## src/rtl/prrs_pkg.sv

```systemverilog
// Shared constants, control word type and microcode program for the permutation rank block.
`timescale 1ns / 1ps
`default_nettype none

package prrs_pkg;

	// Field widths.
	localparam int LEN_W  = 18;
	localparam int STEP_W = 20;
	localparam int SUM_W  = 34;
	localparam int RANK_W = 41;

	// Permutation length limits and length of the tail that is decoded.
	localparam int MAX_LEN  = 131072;
	localparam int TAIL_LEN = 15;
	localparam int TAIL_W   = $clog2(TAIL_LEN + 1);
	localparam int IDX_W    = $clog2(TAIL_LEN);

	// One factorial digit is below TAIL_LEN, so it is found in QBITS restoring steps.
	localparam int QBITS = $clog2(TAIL_LEN);
	localparam int K_W   = (QBITS > 1) ? $clog2(QBITS) : 1;
	localparam int DIV_W = RANK_W + QBITS - 1;

	// Bus widths, padded to whole bytes.
	localparam int IN_BITS  = 2 * LEN_W + STEP_W;
	localparam int IN_W     = ((IN_BITS + 7) / 8) * 8;
	localparam int OUT_BITS = SUM_W + 1;
	localparam int OUT_W    = ((OUT_BITS + 7) / 8) * 8;

	// k! for k = 0 .. TAIL_LEN.
	localparam logic [RANK_W-1:0] FACT_TAB [TAIL_LEN+1] = '{
		41'd1, 41'd1, 41'd2, 41'd6, 41'd24, 41'd120, 41'd720, 41'd5040,
		41'd40320, 41'd362880, 41'd3628800, 41'd39916800, 41'd479001600,
		41'd6227020800, 41'd87178291200, 41'd1307674368000
	};

	// Microcode: datapath actions.
	localparam int ACT_W = 4;
	localparam logic [ACT_W-1:0] ACT_NONE  = 4'd0;
	localparam logic [ACT_W-1:0] ACT_FETCH = 4'd1;
	localparam logic [ACT_W-1:0] ACT_SETUP = 4'd2;
	localparam logic [ACT_W-1:0] ACT_TRIB  = 4'd3;
	localparam logic [ACT_W-1:0] ACT_TRIA  = 4'd4;
	localparam logic [ACT_W-1:0] ACT_DIV   = 4'd5;
	localparam logic [ACT_W-1:0] ACT_PICK  = 4'd6;
	localparam logic [ACT_W-1:0] ACT_OUT   = 4'd7;
	localparam logic [ACT_W-1:0] ACT_ADV   = 4'd8;

	// Microcode: jump conditions.
	localparam int CND_W = 3;
	localparam logic [CND_W-1:0] CND_NEVER       = 3'd0;
	localparam logic [CND_W-1:0] CND_ALWAYS      = 3'd1;
	localparam logic [CND_W-1:0] CND_NO_IN       = 3'd2;
	localparam logic [CND_W-1:0] CND_IS_ADV      = 3'd3;
	localparam logic [CND_W-1:0] CND_NO_TAIL     = 3'd4;
	localparam logic [CND_W-1:0] CND_BITS_LEFT   = 3'd5;
	localparam logic [CND_W-1:0] CND_DIGITS_LEFT = 3'd6;
	localparam logic [CND_W-1:0] CND_OUT_FREE    = 3'd7;

	// Program addresses.
	localparam int PC_W = 4;
	localparam logic [PC_W-1:0] PC_FETCH = 4'd0;
	localparam logic [PC_W-1:0] PC_SETUP = 4'd1;
	localparam logic [PC_W-1:0] PC_TRIB  = 4'd2;
	localparam logic [PC_W-1:0] PC_TRIA  = 4'd3;
	localparam logic [PC_W-1:0] PC_DIV   = 4'd4;
	localparam logic [PC_W-1:0] PC_PICK  = 4'd5;
	localparam logic [PC_W-1:0] PC_OUT   = 4'd6;
	localparam logic [PC_W-1:0] PC_WAIT  = 4'd7;
	localparam logic [PC_W-1:0] PC_ADV   = 4'd8;

	typedef struct packed {
		logic [ACT_W-1:0] act;
		logic [CND_W-1:0] cnd;
		logic [PC_W-1:0]  tgt;
	} ctrl_word_t;

	// Program ROM. A word jumps to tgt when its condition holds, else falls through.
	function automatic ctrl_word_t ucode(input logic [PC_W-1:0] pc);
		ctrl_word_t w;
		unique case (pc)
			PC_FETCH: w = '{ACT_FETCH, CND_NO_IN,       PC_FETCH};
			PC_SETUP: w = '{ACT_SETUP, CND_IS_ADV,      PC_ADV};
			PC_TRIB:  w = '{ACT_TRIB,  CND_NEVER,       PC_FETCH};
			PC_TRIA:  w = '{ACT_TRIA,  CND_NO_TAIL,     PC_OUT};
			PC_DIV:   w = '{ACT_DIV,   CND_BITS_LEFT,   PC_DIV};
			PC_PICK:  w = '{ACT_PICK,  CND_DIGITS_LEFT, PC_DIV};
			PC_OUT:   w = '{ACT_OUT,   CND_OUT_FREE,    PC_FETCH};
			PC_WAIT:  w = '{ACT_NONE,  CND_ALWAYS,      PC_OUT};
			PC_ADV:   w = '{ACT_ADV,   CND_ALWAYS,      PC_FETCH};
			default:  w = '{ACT_NONE,  CND_ALWAYS,      PC_FETCH};
		endcase
		return w;
	endfunction

endpackage

`default_nettype wire

```

## src/rtl/permutation_rank_range_sum.sv

```systemverilog
// Top level: range sums over a permutation kept as a lexicographic rank, decoded by a microcoded sequencer.
`timescale 1ns / 1ps
`default_nettype none

// The block holds the lexicographic rank of a permutation of 1..n, where n comes from the
// seq_length register (0 reads as 1, values above 131072 read as 131072) and reset gives rank 0,
// the identity. An advance transfer (tuser high) adds step to the rank, clamps it at T!-1 with
// T = min(n, 15), sets the sticky saturation flag when it clamps, and produces no output. A
// query transfer (tuser low) returns the sum of the values at positions left..right, after left 0
// is read as 1 and right is clipped to n; an empty range gives 0. Control is a nine-word program
// in a read-only table that steps one plain datapath. An advance runs the fetch, setup and
// advance steps. A query runs fetch, setup and two triangular-number steps; if its range reaches
// the last T positions, each of the T factorial-base digits is then found by four restoring
// compare-and-subtract steps on one shared 44-bit subtractor, followed by one step that removes
// the chosen value from the pool and adds it to the sum when its position is in the range. The
// result sits in an output register, so the next item is taken while it waits to be read. The
// configuration port is always ready and must be written only while the block is idle.
module permutation_rank_range_sum (
	input  wire                          clk,
	input  wire                          arst_n,
	// Configuration: seq_length.
	input  wire                          cfg_valid,
	output logic                         cfg_ready,
	input  wire  [prrs_pkg::LEN_W-1:0]   cfg_data,
	// Input stream. tdata from bit 0: left[17:0], right[35:18], step[55:36].
	input  wire                          s_tvalid,
	output logic                         s_tready,
	input  wire  [prrs_pkg::IN_W-1:0]    s_tdata,
	input  wire                          s_tuser,   // op: 0 query, 1 advance
	// Output stream. tdata from bit 0: range_sum[33:0], rank_saturated[34], zero pad.
	output logic                         m_tvalid,
	input  wire                          m_tready,
	output logic [prrs_pkg::OUT_W-1:0]   m_tdata
);

	localparam int LW = prrs_pkg::LEN_W;
	localparam int RW = prrs_pkg::RANK_W;
	localparam int SW = prrs_pkg::SUM_W;
	localparam int IW = prrs_pkg::IDX_W;
	localparam int TW = prrs_pkg::TAIL_W;
	localparam int DW = prrs_pkg::DIV_W;
	localparam int KW = prrs_pkg::K_W;
	localparam int QB = prrs_pkg::QBITS;
	localparam int TL = prrs_pkg::TAIL_LEN;

	// Length derived at configuration time: n, tail length T and head length n - T.
	logic [LW-1:0] n_q, head_q;
	logic [TW-1:0] t_q;
	logic [LW-1:0] cfg_n, cfg_head;
	logic [TW-1:0] cfg_t;

	// Sequencer.
	logic [prrs_pkg::PC_W-1:0] pc_q, pc_n;
	prrs_pkg::ctrl_word_t      uw;
	logic                      jump;

	// Item and working registers.
	logic                      op_q;
	logic [LW-1:0]             lo_q, hi_q, a_q, b_q;
	logic [prrs_pkg::STEP_W-1:0] step_q;
	logic                      tail_on_q;
	logic [IW-1:0]             tlo_q, thi_q, d_q, i_q, qt_q;
	logic [KW-1:0]             k_q;
	logic [RW-1:0]             rem_q, rank_q;
	logic                      sat_q;
	logic [SW-1:0]             acc_q;
	logic [IW-1:0]             pool_q [TL];
	logic                      m_tvalid_q;
	logic [SW:0]               m_data_q;

	// Combinational datapath.
	logic [LW-1:0]  lo_c, hi_c, lo_m1, a_c, b_c, tlo_d, thi_d, pick_val;
	logic           empty_c, tail_on_c, out_free, ge, in_rng;
	logic [RW-1:0]  maxr, rank_clip, fact_d;
	logic [RW:0]    adv_sum;
	logic [LW-1:0]  mul_x;
	logic [2*LW+1:0] mul_p;
	logic [SW-1:0]  tri_v;
	logic [DW-1:0]  div_sh, div_rem;
	logic [IW-1:0]  q_c;

	assign cfg_ready = 1'b1;

	always_comb begin
		if (cfg_data == '0) begin
			cfg_n = LW'(1);
		end else if (cfg_data > LW'(prrs_pkg::MAX_LEN)) begin
			cfg_n = LW'(prrs_pkg::MAX_LEN);
		end else begin
			cfg_n = cfg_data;
		end
		cfg_t    = (cfg_n < LW'(TL)) ? cfg_n[TW-1:0] : TW'(TL);
		cfg_head = cfg_n - LW'(cfg_t);
	end

	always_ff @(posedge clk or negedge arst_n) begin
		if (!arst_n) begin
			n_q    <= LW'(1);
			t_q    <= TW'(1);
			head_q <= '0;
		end else if (cfg_valid && cfg_ready) begin
			n_q    <= cfg_n;
			t_q    <= cfg_t;
			head_q <= cfg_head;
		end
	end

	// Program ROM lookup and jump decision.
	assign uw       = prrs_pkg::ucode(pc_q);
	assign out_free = !m_tvalid_q || m_tready;
	assign s_tready = (uw.act == prrs_pkg::ACT_FETCH);

	always_comb begin
		unique case (uw.cnd)
			prrs_pkg::CND_NEVER:       jump = 1'b0;
			prrs_pkg::CND_ALWAYS:      jump = 1'b1;
			prrs_pkg::CND_NO_IN:       jump = !s_tvalid;
			prrs_pkg::CND_IS_ADV:      jump = op_q;
			prrs_pkg::CND_NO_TAIL:     jump = !tail_on_q;
			prrs_pkg::CND_BITS_LEFT:   jump = (k_q != '0);
			prrs_pkg::CND_DIGITS_LEFT: jump = (d_q != '0);
			prrs_pkg::CND_OUT_FREE:    jump = out_free;
			default:                   jump = 1'b0;
		endcase
		pc_n = jump ? uw.tgt : pc_q + prrs_pkg::PC_W'(1);
	end

	always_ff @(posedge clk or negedge arst_n) begin
		if (!arst_n) begin
			pc_q <= prrs_pkg::PC_FETCH;
		end else begin
			pc_q <= pc_n;
		end
	end

	// Range clipping and the split into head part and tail part.
	always_comb begin
		lo_c      = (lo_q == '0) ? LW'(1) : lo_q;
		hi_c      = (hi_q > n_q) ? n_q : hi_q;
		empty_c   = lo_c > hi_c;
		lo_m1     = lo_c - LW'(1);
		a_c       = empty_c ? '0 : ((lo_m1 < head_q) ? lo_m1 : head_q);
		b_c       = empty_c ? '0 : ((hi_c < head_q) ? hi_c : head_q);
		tail_on_c = !empty_c && (hi_c > head_q);
		tlo_d     = (lo_c > head_q) ? (lo_c - head_q - LW'(1)) : '0;
		thi_d     = hi_c - head_q - LW'(1);
		maxr      = prrs_pkg::FACT_TAB[t_q] - RW'(1);
		rank_clip = (rank_q > maxr) ? maxr : rank_q;
		adv_sum   = {1'b0, rank_q} + (RW + 1)'(step_q);
	end

	// Shared multiplier for the triangular numbers x(x+1)/2. The upper operand bits are
	// zero, so the product array is only 18 by 19 bits.
	always_comb begin
		mul_x = (uw.act == prrs_pkg::ACT_TRIB) ? b_q : a_q;
		mul_p = (2*LW+2)'(mul_x) * ((2*LW+2)'(mul_x) + (2*LW+2)'(1));
		tri_v = mul_p[SW:1];
	end

	// One restoring step of the digit division: compare against d! shifted by the bit weight.
	always_comb begin
		fact_d  = prrs_pkg::FACT_TAB[d_q];
		div_sh  = DW'(fact_d) << k_q;
		ge      = DW'(rem_q) >= div_sh;
		div_rem = DW'(rem_q) - div_sh;
	end

	// Digit pick: the quotient selects an unused tail value; the clamp only guards bad digits.
	always_comb begin
		q_c      = (qt_q > d_q) ? d_q : qt_q;
		pick_val = head_q + LW'(pool_q[q_c]) + LW'(1);
		in_rng   = (i_q >= tlo_q) && (i_q <= thi_q);
	end

	always_ff @(posedge clk or negedge arst_n) begin
		if (!arst_n) begin
			rank_q <= '0;
			sat_q  <= 1'b0;
		end else if (uw.act == prrs_pkg::ACT_ADV) begin
			if (adv_sum > {1'b0, maxr}) begin
				rank_q <= maxr;
				sat_q  <= 1'b1;
			end else begin
				rank_q <= adv_sum[RW-1:0];
			end
		end
	end

	// Working registers carry payload only and need no reset.
	always_ff @(posedge clk) begin
		unique case (uw.act)
			prrs_pkg::ACT_FETCH: begin
				if (s_tvalid) begin
					op_q   <= s_tuser;
					lo_q   <= s_tdata[LW-1:0];
					hi_q   <= s_tdata[2*LW-1:LW];
					step_q <= s_tdata[2*LW+prrs_pkg::STEP_W-1:2*LW];
				end
			end
			prrs_pkg::ACT_SETUP: begin
				a_q       <= a_c;
				b_q       <= b_c;
				tail_on_q <= tail_on_c;
				tlo_q     <= tlo_d[IW-1:0];
				thi_q     <= thi_d[IW-1:0];
				rem_q     <= rank_clip;
				d_q       <= IW'(t_q - TW'(1));
				i_q       <= '0;
				k_q       <= KW'(QB - 1);
				qt_q      <= '0;
				for (int j = 0; j < TL; j++) begin
					pool_q[j] <= IW'(j);
				end
			end
			prrs_pkg::ACT_TRIB: begin
				acc_q <= tri_v;
			end
			prrs_pkg::ACT_TRIA: begin
				acc_q <= acc_q - tri_v;
			end
			prrs_pkg::ACT_DIV: begin
				if (ge) begin
					rem_q      <= div_rem[RW-1:0];
					qt_q[k_q]  <= 1'b1;
				end
				k_q <= k_q - KW'(1);
			end
			prrs_pkg::ACT_PICK: begin
				if (in_rng) begin
					acc_q <= acc_q + SW'(pick_val);
				end
				for (int j = 0; j < TL - 1; j++) begin
					if (IW'(j) >= q_c) begin
						pool_q[j] <= pool_q[j+1];
					end
				end
				i_q  <= i_q + IW'(1);
				d_q  <= d_q - IW'(1);
				k_q  <= KW'(QB - 1);
				qt_q <= '0;
			end
			default: begin
			end
		endcase
	end

	// Output register: loaded by the program, drained by the downstream handshake.
	always_ff @(posedge clk or negedge arst_n) begin
		if (!arst_n) begin
			m_tvalid_q <= 1'b0;
		end else if ((uw.act == prrs_pkg::ACT_OUT) && out_free) begin
			m_tvalid_q <= 1'b1;
		end else if (m_tready) begin
			m_tvalid_q <= 1'b0;
		end
	end

	always_ff @(posedge clk) begin
		if ((uw.act == prrs_pkg::ACT_OUT) && out_free) begin
			m_data_q <= {sat_q, acc_q};
		end
	end

	assign m_tvalid = m_tvalid_q;
	assign m_tdata  = prrs_pkg::OUT_W'(m_data_q);

	// The clipped rank is below (d+1)!, so every digit fits in the remaining pool.
	a_digit_fits: assert property (@(posedge clk) disable iff (!arst_n)
		(uw.act == prrs_pkg::ACT_PICK) |-> (qt_q <= d_q))
		else $error("factorial digit exceeds remaining pool");

	// After the restoring steps the remainder is below the digit's factorial.
	a_rem_reduced: assert property (@(posedge clk) disable iff (!arst_n)
		(uw.act == prrs_pkg::ACT_PICK) |-> (rem_q < prrs_pkg::FACT_TAB[d_q]))
		else $error("division remainder not reduced");

	// The saturation flag is sticky until reset.
	a_sat_sticky: assert property (@(posedge clk) disable iff (!arst_n)
		!$fell(sat_q))
		else $error("saturation flag cleared");

	// A result appears only from the output step of the program.
	a_out_source: assert property (@(posedge clk) disable iff (!arst_n)
		$rose(m_tvalid_q) |-> $past(uw.act == prrs_pkg::ACT_OUT))
		else $error("result raised outside output step");

endmodule

`default_nettype wire

```

## config.mk

```make
export PLATFORM = sky130hd
export DESIGN_NAME = permutation_rank_range_sum
export DESIGN_NICKNAME = d
export VERILOG_FILES = /design/src/rtl/prrs_pkg.sv /design/src/rtl/permutation_rank_range_sum.sv
export SDC_FILE = /design/constraint.sdc
export NUM_CORES = 2
export LEC_CHECK = 0
export ABC_AREA = 1
export BUFFER_PORTS_ARGS = -buffer_cell sky130_fd_sc_hd__buf_2
export CAP_MARGIN = 25
export CORE_MARGIN = 2
export CORE_UTILIZATION = 35
export DETAILED_ROUTE_END_ITERATION = 16
export GPL_ROUTABILITY_DRIVEN = 0
export HOLD_SLACK_MARGIN = 0.08
export PLACE_DENSITY = 0.57
export SKIP_LAST_GASP = 1
export SLEW_MARGIN = 15
export SYNTH_ARGS = -nofsm -noshare
export SYNTH_HDL_FRONTEND = slang
export SYNTH_SLANG_ARGS = --single-unit
```

## constraint.sdc

```tcl
create_clock -name clk -period 11.85 [get_ports clk]
set_input_delay 2.37 -clock clk [delete_from_list [all_inputs] [get_ports clk]]
set_output_delay 2.37 -clock clk [all_outputs]
set_load 0.02 [all_outputs]
```

# [Word level (Yosys, flattened, before mapping)]
# Memory sizes are Yosys's and may differ from the RTL's.
# Cells that the tools add are included.
[totals] mem_bits_rw=60 memories=4 wordCells=227 rom_bits=1472 ff_bits=313 output_inout_bits=43
[mem_list] name="(no name shown)" depth=16 width=41 rd=1 rd_clocked_by_memory_dff=0 write_ports=0 line="permutation_rank_range_sum.sv:162" source="fact_d = prrs_pkg::FACT_TAB[d_q];"
[mem_list] name="(no name shown)" depth=16 width=41 rd=1 rd_clocked_by_memory_dff=0 write_ports=0 line="permutation_rank_range_sum.sv:147" source="maxr = prrs_pkg::FACT_TAB[t_q] - RW'(1);"
[mem_list] name="(no name shown)" depth=16 width=10 rd=1 rd_clocked_by_memory_dff=0 write_ports=0 line="prrs_pkg.sv:81" source="unique case (pc)"
[mem_list] name="pool_q" depth=15 width=4 rd=15 rd_clocked_by_memory_dff=0 write_ports=15 line="permutation_rank_range_sum.sv:67" source="logic [IW-1:0] pool_q [TL];"
[classes] n_lt_le_gt_ge=32 reduce_logical=25 mul=1 bitwise_logic=17 n_shift=1 addsub=19 eq_ne=17 mux=88
[ops] operator="41-bit 2-to-1 mux" n=7
[ops] operator="18-bit 2-to-1 mux" n=7
[ops] operator="34-bit case mux with 3 select lines" n=1
[ops] operator="41-bit case mux with 2 select lines" n=1
[ops] operator="18-bit > comparator" n=4
[ops] operator="4-bit 2-to-1 mux" n=18
[ops] operator="1-bit 2-to-1 mux" n=47
[ops] operator="41-bit by 44-bit greater-or-equal comparator with 1-bit output" n=1
[ops] operator="41-bit by 2-bit left shift with 44-bit output" n=1
[ops] operator="41-bit by 20-bit adder with 42-bit output" n=1
[ops] operator="42-bit by 41-bit > comparator with 1-bit output" n=1
[ops] operator="41-bit > comparator" n=1
[ops] operator="41-bit by 1-bit subtractor with 41-bit output (second input constant)" n=1
[ops] operator="41-bit subtractor" n=1
[ops] operator="18-bit zero test" n=2
[ops] operator="18-bit less-than comparator" n=2
[ops] operator="18-bit by 19-bit multiplier with 35-bit output" n=1
[ops] operator="34-bit by 18-bit adder with 34-bit output" n=1
[ops] operator="34-bit 2-to-1 mux" n=1
[ops] operator="34-bit subtractor" n=1
[ops] operator="4-bit greater-or-equal comparator (first input constant)" n=6
[ops] operator="4-bit case mux with 2 select lines" n=3
[ops] operator="18-bit by 1-bit adder with 19-bit output (second input constant)" n=1
[ops] operator="18-bit by 1-bit adder with 18-bit output (second input constant)" n=1
[ops] operator="other kinds (41)" n=89

# [Logic depth before layout (Yosys ltp)]
[logic_depth] word_depth=8 mapped_depth=62 mapped_depth_nobuf=60

# [Worst setup path after synthesis]
# OpenSTA, ideal clock, no wires.
[synth_path] path_type="register to register" start="reg pc_q[0] (netlist name)" end="reg acc_q[33], data pin" setup_ns=0.253 n_path_buf=2 t_arrival_ns=10.087 path_stages_with_launch=54 setup_slack_ns=1.509 path_cell_list="dfrtp_1 -> inv_1 -> ha_1 -> nand2_2 -> nor2_4 -> nand3_4 -> nand2_1 -> o21ai_2 -> inv_2 -> clkbuf_1 -> ha_1 -> nand3_1 -> nor2_1 -> nand3_2 -> nor2_2 -> nand3_1 -> ha_1 -> buf_1 -> [... 18 more ...] -> nand2_1 -> nor2_1 -> inv_1 -> nor2_1 -> nand2_1 -> nor4_1 -> xor2_1 -> nor2_1 -> ha_1 -> inv_1 -> nor3_1 -> nand3_1 -> o221a_2 -> nand3_1 -> xor2_1 -> nand4_1 -> nand3_1 -> nand2_1"
[synth_between] elab_chain_cells=7 elab_cells_between_ends=9 classes_between="add/sub: 2; mul: 1; eq/ne: 3; mux: 2; memory: 1"
[synth_rtl] element="start, declared" line="permutation_rank_range_sum.sv:53" source="logic [prrs_pkg::PC_W-1:0] pc_q, pc_n;"
[synth_rtl] element="start signal, assigned" line="permutation_rank_range_sum.sv:130" source="pc_q <= prrs_pkg::PC_FETCH;"
[synth_rtl] element="start signal, assigned" line="permutation_rank_range_sum.sv:132" source="pc_q <= pc_n;"
[synth_rtl] element="memory read 16 x 10 bit (*)"
[synth_rtl] element="4-bit by 2-bit equality test with 1-bit output" line="permutation_rank_range_sum.sv:155, permutation_rank_range_sum.sv:191"
[synth_rtl] element="18-bit 2-to-1 mux" line="permutation_rank_range_sum.sv:155" source="mul_x = (uw.act == prrs_pkg::ACT_TRIB) ? b_q : a_q;"
[synth_rtl] element="18-bit by 1-bit adder with 19-bit output" line="permutation_rank_range_sum.sv:156" source="mul_p = (2*LW+2)'(mul_x) * ((2*LW+2)'(mul_x) + (2*LW+2)'(1));"
[synth_rtl] element="18-bit by 19-bit multiplier with 35-bit output" line="permutation_rank_range_sum.sv:156"
[synth_rtl] element="34-bit subtractor" line="permutation_rank_range_sum.sv:219" source="acc_q <= acc_q - tri_v;"
[synth_rtl] element="34-bit case mux with 3 select lines (*)" line="permutation_rank_range_sum.sv:191" source="unique case (uw.act)"
[synth_rtl] element="end signal, assigned" line="permutation_rank_range_sum.sv:216" source="acc_q <= tri_v;"
[synth_rtl] element="end signal, assigned" line="permutation_rank_range_sum.sv:219"
[synth_rtl] element="end signal, assigned" line="permutation_rank_range_sum.sv:230" source="acc_q <= acc_q + SW'(pick_val);"
[synth_rtl] element="end, declared" line="permutation_rank_range_sum.sv:66" source="logic [SW-1:0] acc_q;"
# Every way passes the cells marked *; elsewhere a longest branch is shown, timed or not.
# A chain may end at the register's enable or synchronous reset.

# [Worst setup path after layout]
# Same ends and word-level chain as after synthesis.

==> impl_metrics.tcl <==
set metrics [dict create \
    clk_pin_slew_ps 60 \
    antenna_found_initial 0 \
    gr-usage-all-layers_pct 21.5 \
    start_util_pct 35.3 \
    outcome "finished clean" \
    max_slew_margin_pct 28.6 \
    clk_path_buf_depth 3 \
    hold_class "register to register" \
    cp_max_fo 21 \
    yosys_warnings 0 \
    tightest_slew_ps 1070 \
    port_buffers 116 \
    setup_viol 0 \
    place_ws_ps 177 \
    path_class "register to register" \
    avgViaCountPerCell 5.17 \
    yosysTopAreaCell "edfxtp_1" \
    final_cell_mix "1108 x nand2_1, 1025 x inv_1, 606 x nor2_1" \
    yosysTopAreaCellShare_pct 19.8 \
    cts_root_buf "clkbuf_16" \
    avgSynthCellArea_um2 7.49 \
    synth_seq_cells 361 \
    wl_per_cell_um 18.2 \
    final_layout_size_suffix_gt1_share_pct 6.66 \
    cp_common_cell "nand2_1" \
    slowest_stage "fa_1" \
    layout_setup_ws_ps 684 \
    grt_max_degree 73 \
    cts_tree "built" \
    chipWidth_um 349 \
    layout_commonest_cell "nand2_1" \
    yosysSeqAreaShare_pct 25.0 \
    syn_to_final_growth_pct 9.99 \
    nets 6428 \
    cts_buffers 46 \
    ant_nets 0 \
    rows 126 \
    finalCriticalPeriod_ps 11170 \
    grt_pass1_vias 36300 \
    synth-edff-count 274 \
    grt_pass1_wl_mm 206 \
    vias 37300 \
    crit_start "pc_q[0]$_DFF_PN0_" \
    timing.rr.start "pc_q[0]$_DFF_PN0_" \
    arrival_ps 11520 \
    cts-htree-levels 2 \
    fmax_mhz 89.6 \
    clock_skew_ps 51.6 \
    min_from "sat_q$_DFFE_PN0P_" \
    required_ps 12210 \
    synthCells 5559 \
    drt_first_iter_violations 3298 \
    clock_sinks 361 \
    timing.final.crit_share_pct 94.2 \
    postCtsHoldBufs 0 \
    endpoint_kind "register" \
    drv_cap 0 \
    firstDrtPassIters 6 \
    die_h_um 349 \
    yosysUniqueCellTypes 72 \
    dp_hpwl_mm 106 \
    antennaDiodeCount 0 \
    slowest_delay_ps 590 \
    hold_viol 0 \
    io_pins 123 \
    route.detailed.drc 0 \
    synth_ff_type "edfxtp_1" \
    routed_wl_mm 131 \
    die-area_um2 122000 \
    synthTopCellsByArea "edfxtp_1 20%, fa_1 13%, ha_1 13%" \
    syn_area_um2 41600 \
    core_region_area_um2 118000 \
    drv_slew 0 \
    synthArstFlopShare_pct 24.1 \
    hold_slack_ps 444 \
    clock_latency_ps 650 \
    start_kind "register" \
    grt_overflow 0 \
]
## cells in the mapped netlist (52+ instances only)
| cell | instances |
|---|---|
| nand2_1 | 1109 |
| inv_1 | 1028 |
| nor2_1 | 614 |
| ha_1 | 433 |
| o21ai_0 | 371 |
| a21oi_1 | 287 |
| fa_1 | 276 |
| edfxtp_1 | 274 |
| nand3_1 | 262 |
| clkbuf_1 | 123 |
| nand4_1 | 105 |
| dfrtp_1 | 85 |
| xor2_1 | 84 |
| nor3_1 | 52 |
## what timing repair did
| action | CTS | global route |
|---|---|---|
| endpoints found under the setup margin | 0 | 12 |
| buffers inserted | 0 | 6 |
| resized for setup | 0 | 26 |
| hold endpoints to repair | 0 | 0 |
## layout make-up
type | instances | area, µm²
sequential | 361 | 10400
inverter | 1056 | 3980
fill | 12200 | 72300
clock buffer | 54 | 1210
timing repair buffer | 184 | 1160
clock inverter | 31 | 347
multi-input combinational | 3990 | 26800
tap | 1536 | 1920
## worst max-delay path: cells and delay by family (launching register included)
kind,cells,cell delay [ps]
compound gates,1,100
xor+xnor,2,390
fa+ha+maj,10,4680
buf+inv,9,1230
flops,1,440
simple gates,30,4050
## cells by family (layout without fill, tap and decap cells)
family,count (synthesis),count (layout),share of synthesized area [%]
simple gates,2259,2259,22.9
fa+ha+maj,709,709,26.3
other cells,2,16,0.0180
buf+inv,1222,1325,11.2
flops,361,361,25.0
xor+xnor,120,120,2.66
compound gates,886,886,11.9
## sequential cells by signal (all words and copies together) (netlist names), 18 cells and up
signal	flops
rank_q	41
pool_q	48
m_data_q	35
lo_q	18
a_q	18
step_q	20
acc_q	34
n_q	18
hi_q	18
rem_q	41
b_q	18
head_q	18
## worst paths after layout
kind | endpoint | slack, ps | cells after the start
worst min-delay path | m_data_q[34]$_DFFE_PP_ | 440 | 0
worst min register to register | m_data_q[34]$_DFFE_PP_ | 440 | 0
max in group asynchronous | pc_q[0]$_DFF_PN0_ | 8840 | 2
worst max-delay path | acc_q[33]$_DFFE_PP_ | 680 | 52
worst max register to register | acc_q[33]$_DFFE_PP_ | 680 | 52
min in group asynchronous | rank_q[25]$_DFFE_PN0N_ | 1680 | 1
## metrics by stage
stage | setup TNS, ps | util (%) | cell area, µm² | instances
2_1_floorplan | 0 | - | 41700 | 5573
3_3_place_gp | 0 | 37.2 | 44000 | 7115
3_5_place_dp | 0 | 37.3 | 44000 | 7118
4_1_cts | 0 | 38.6 | 45600 | 7203
5_1_grt | -94.6 | 38.8 | 45800 | 7212
6_report | 0 | 38.8 | 45800 | 7212
## routing by layer
| metal | up-vias | GRT usage (%) | routed length [µm] |
|---|---|---|---|
| met5 | - | 0.600 | 102 |
| met4 | 2 | 5.16 | 3150 |
| met3 | 182 | 3.32 | 8980 |
| met2 | 1258 | 34.6 | 59100 |
| met1 | 17700 | 30.2 | 60200 |
| li1 | 18100 | - | - |
Power is not shown: default switching activity piles up to over one toggle a cycle in this logic, so the estimate is an artifact.
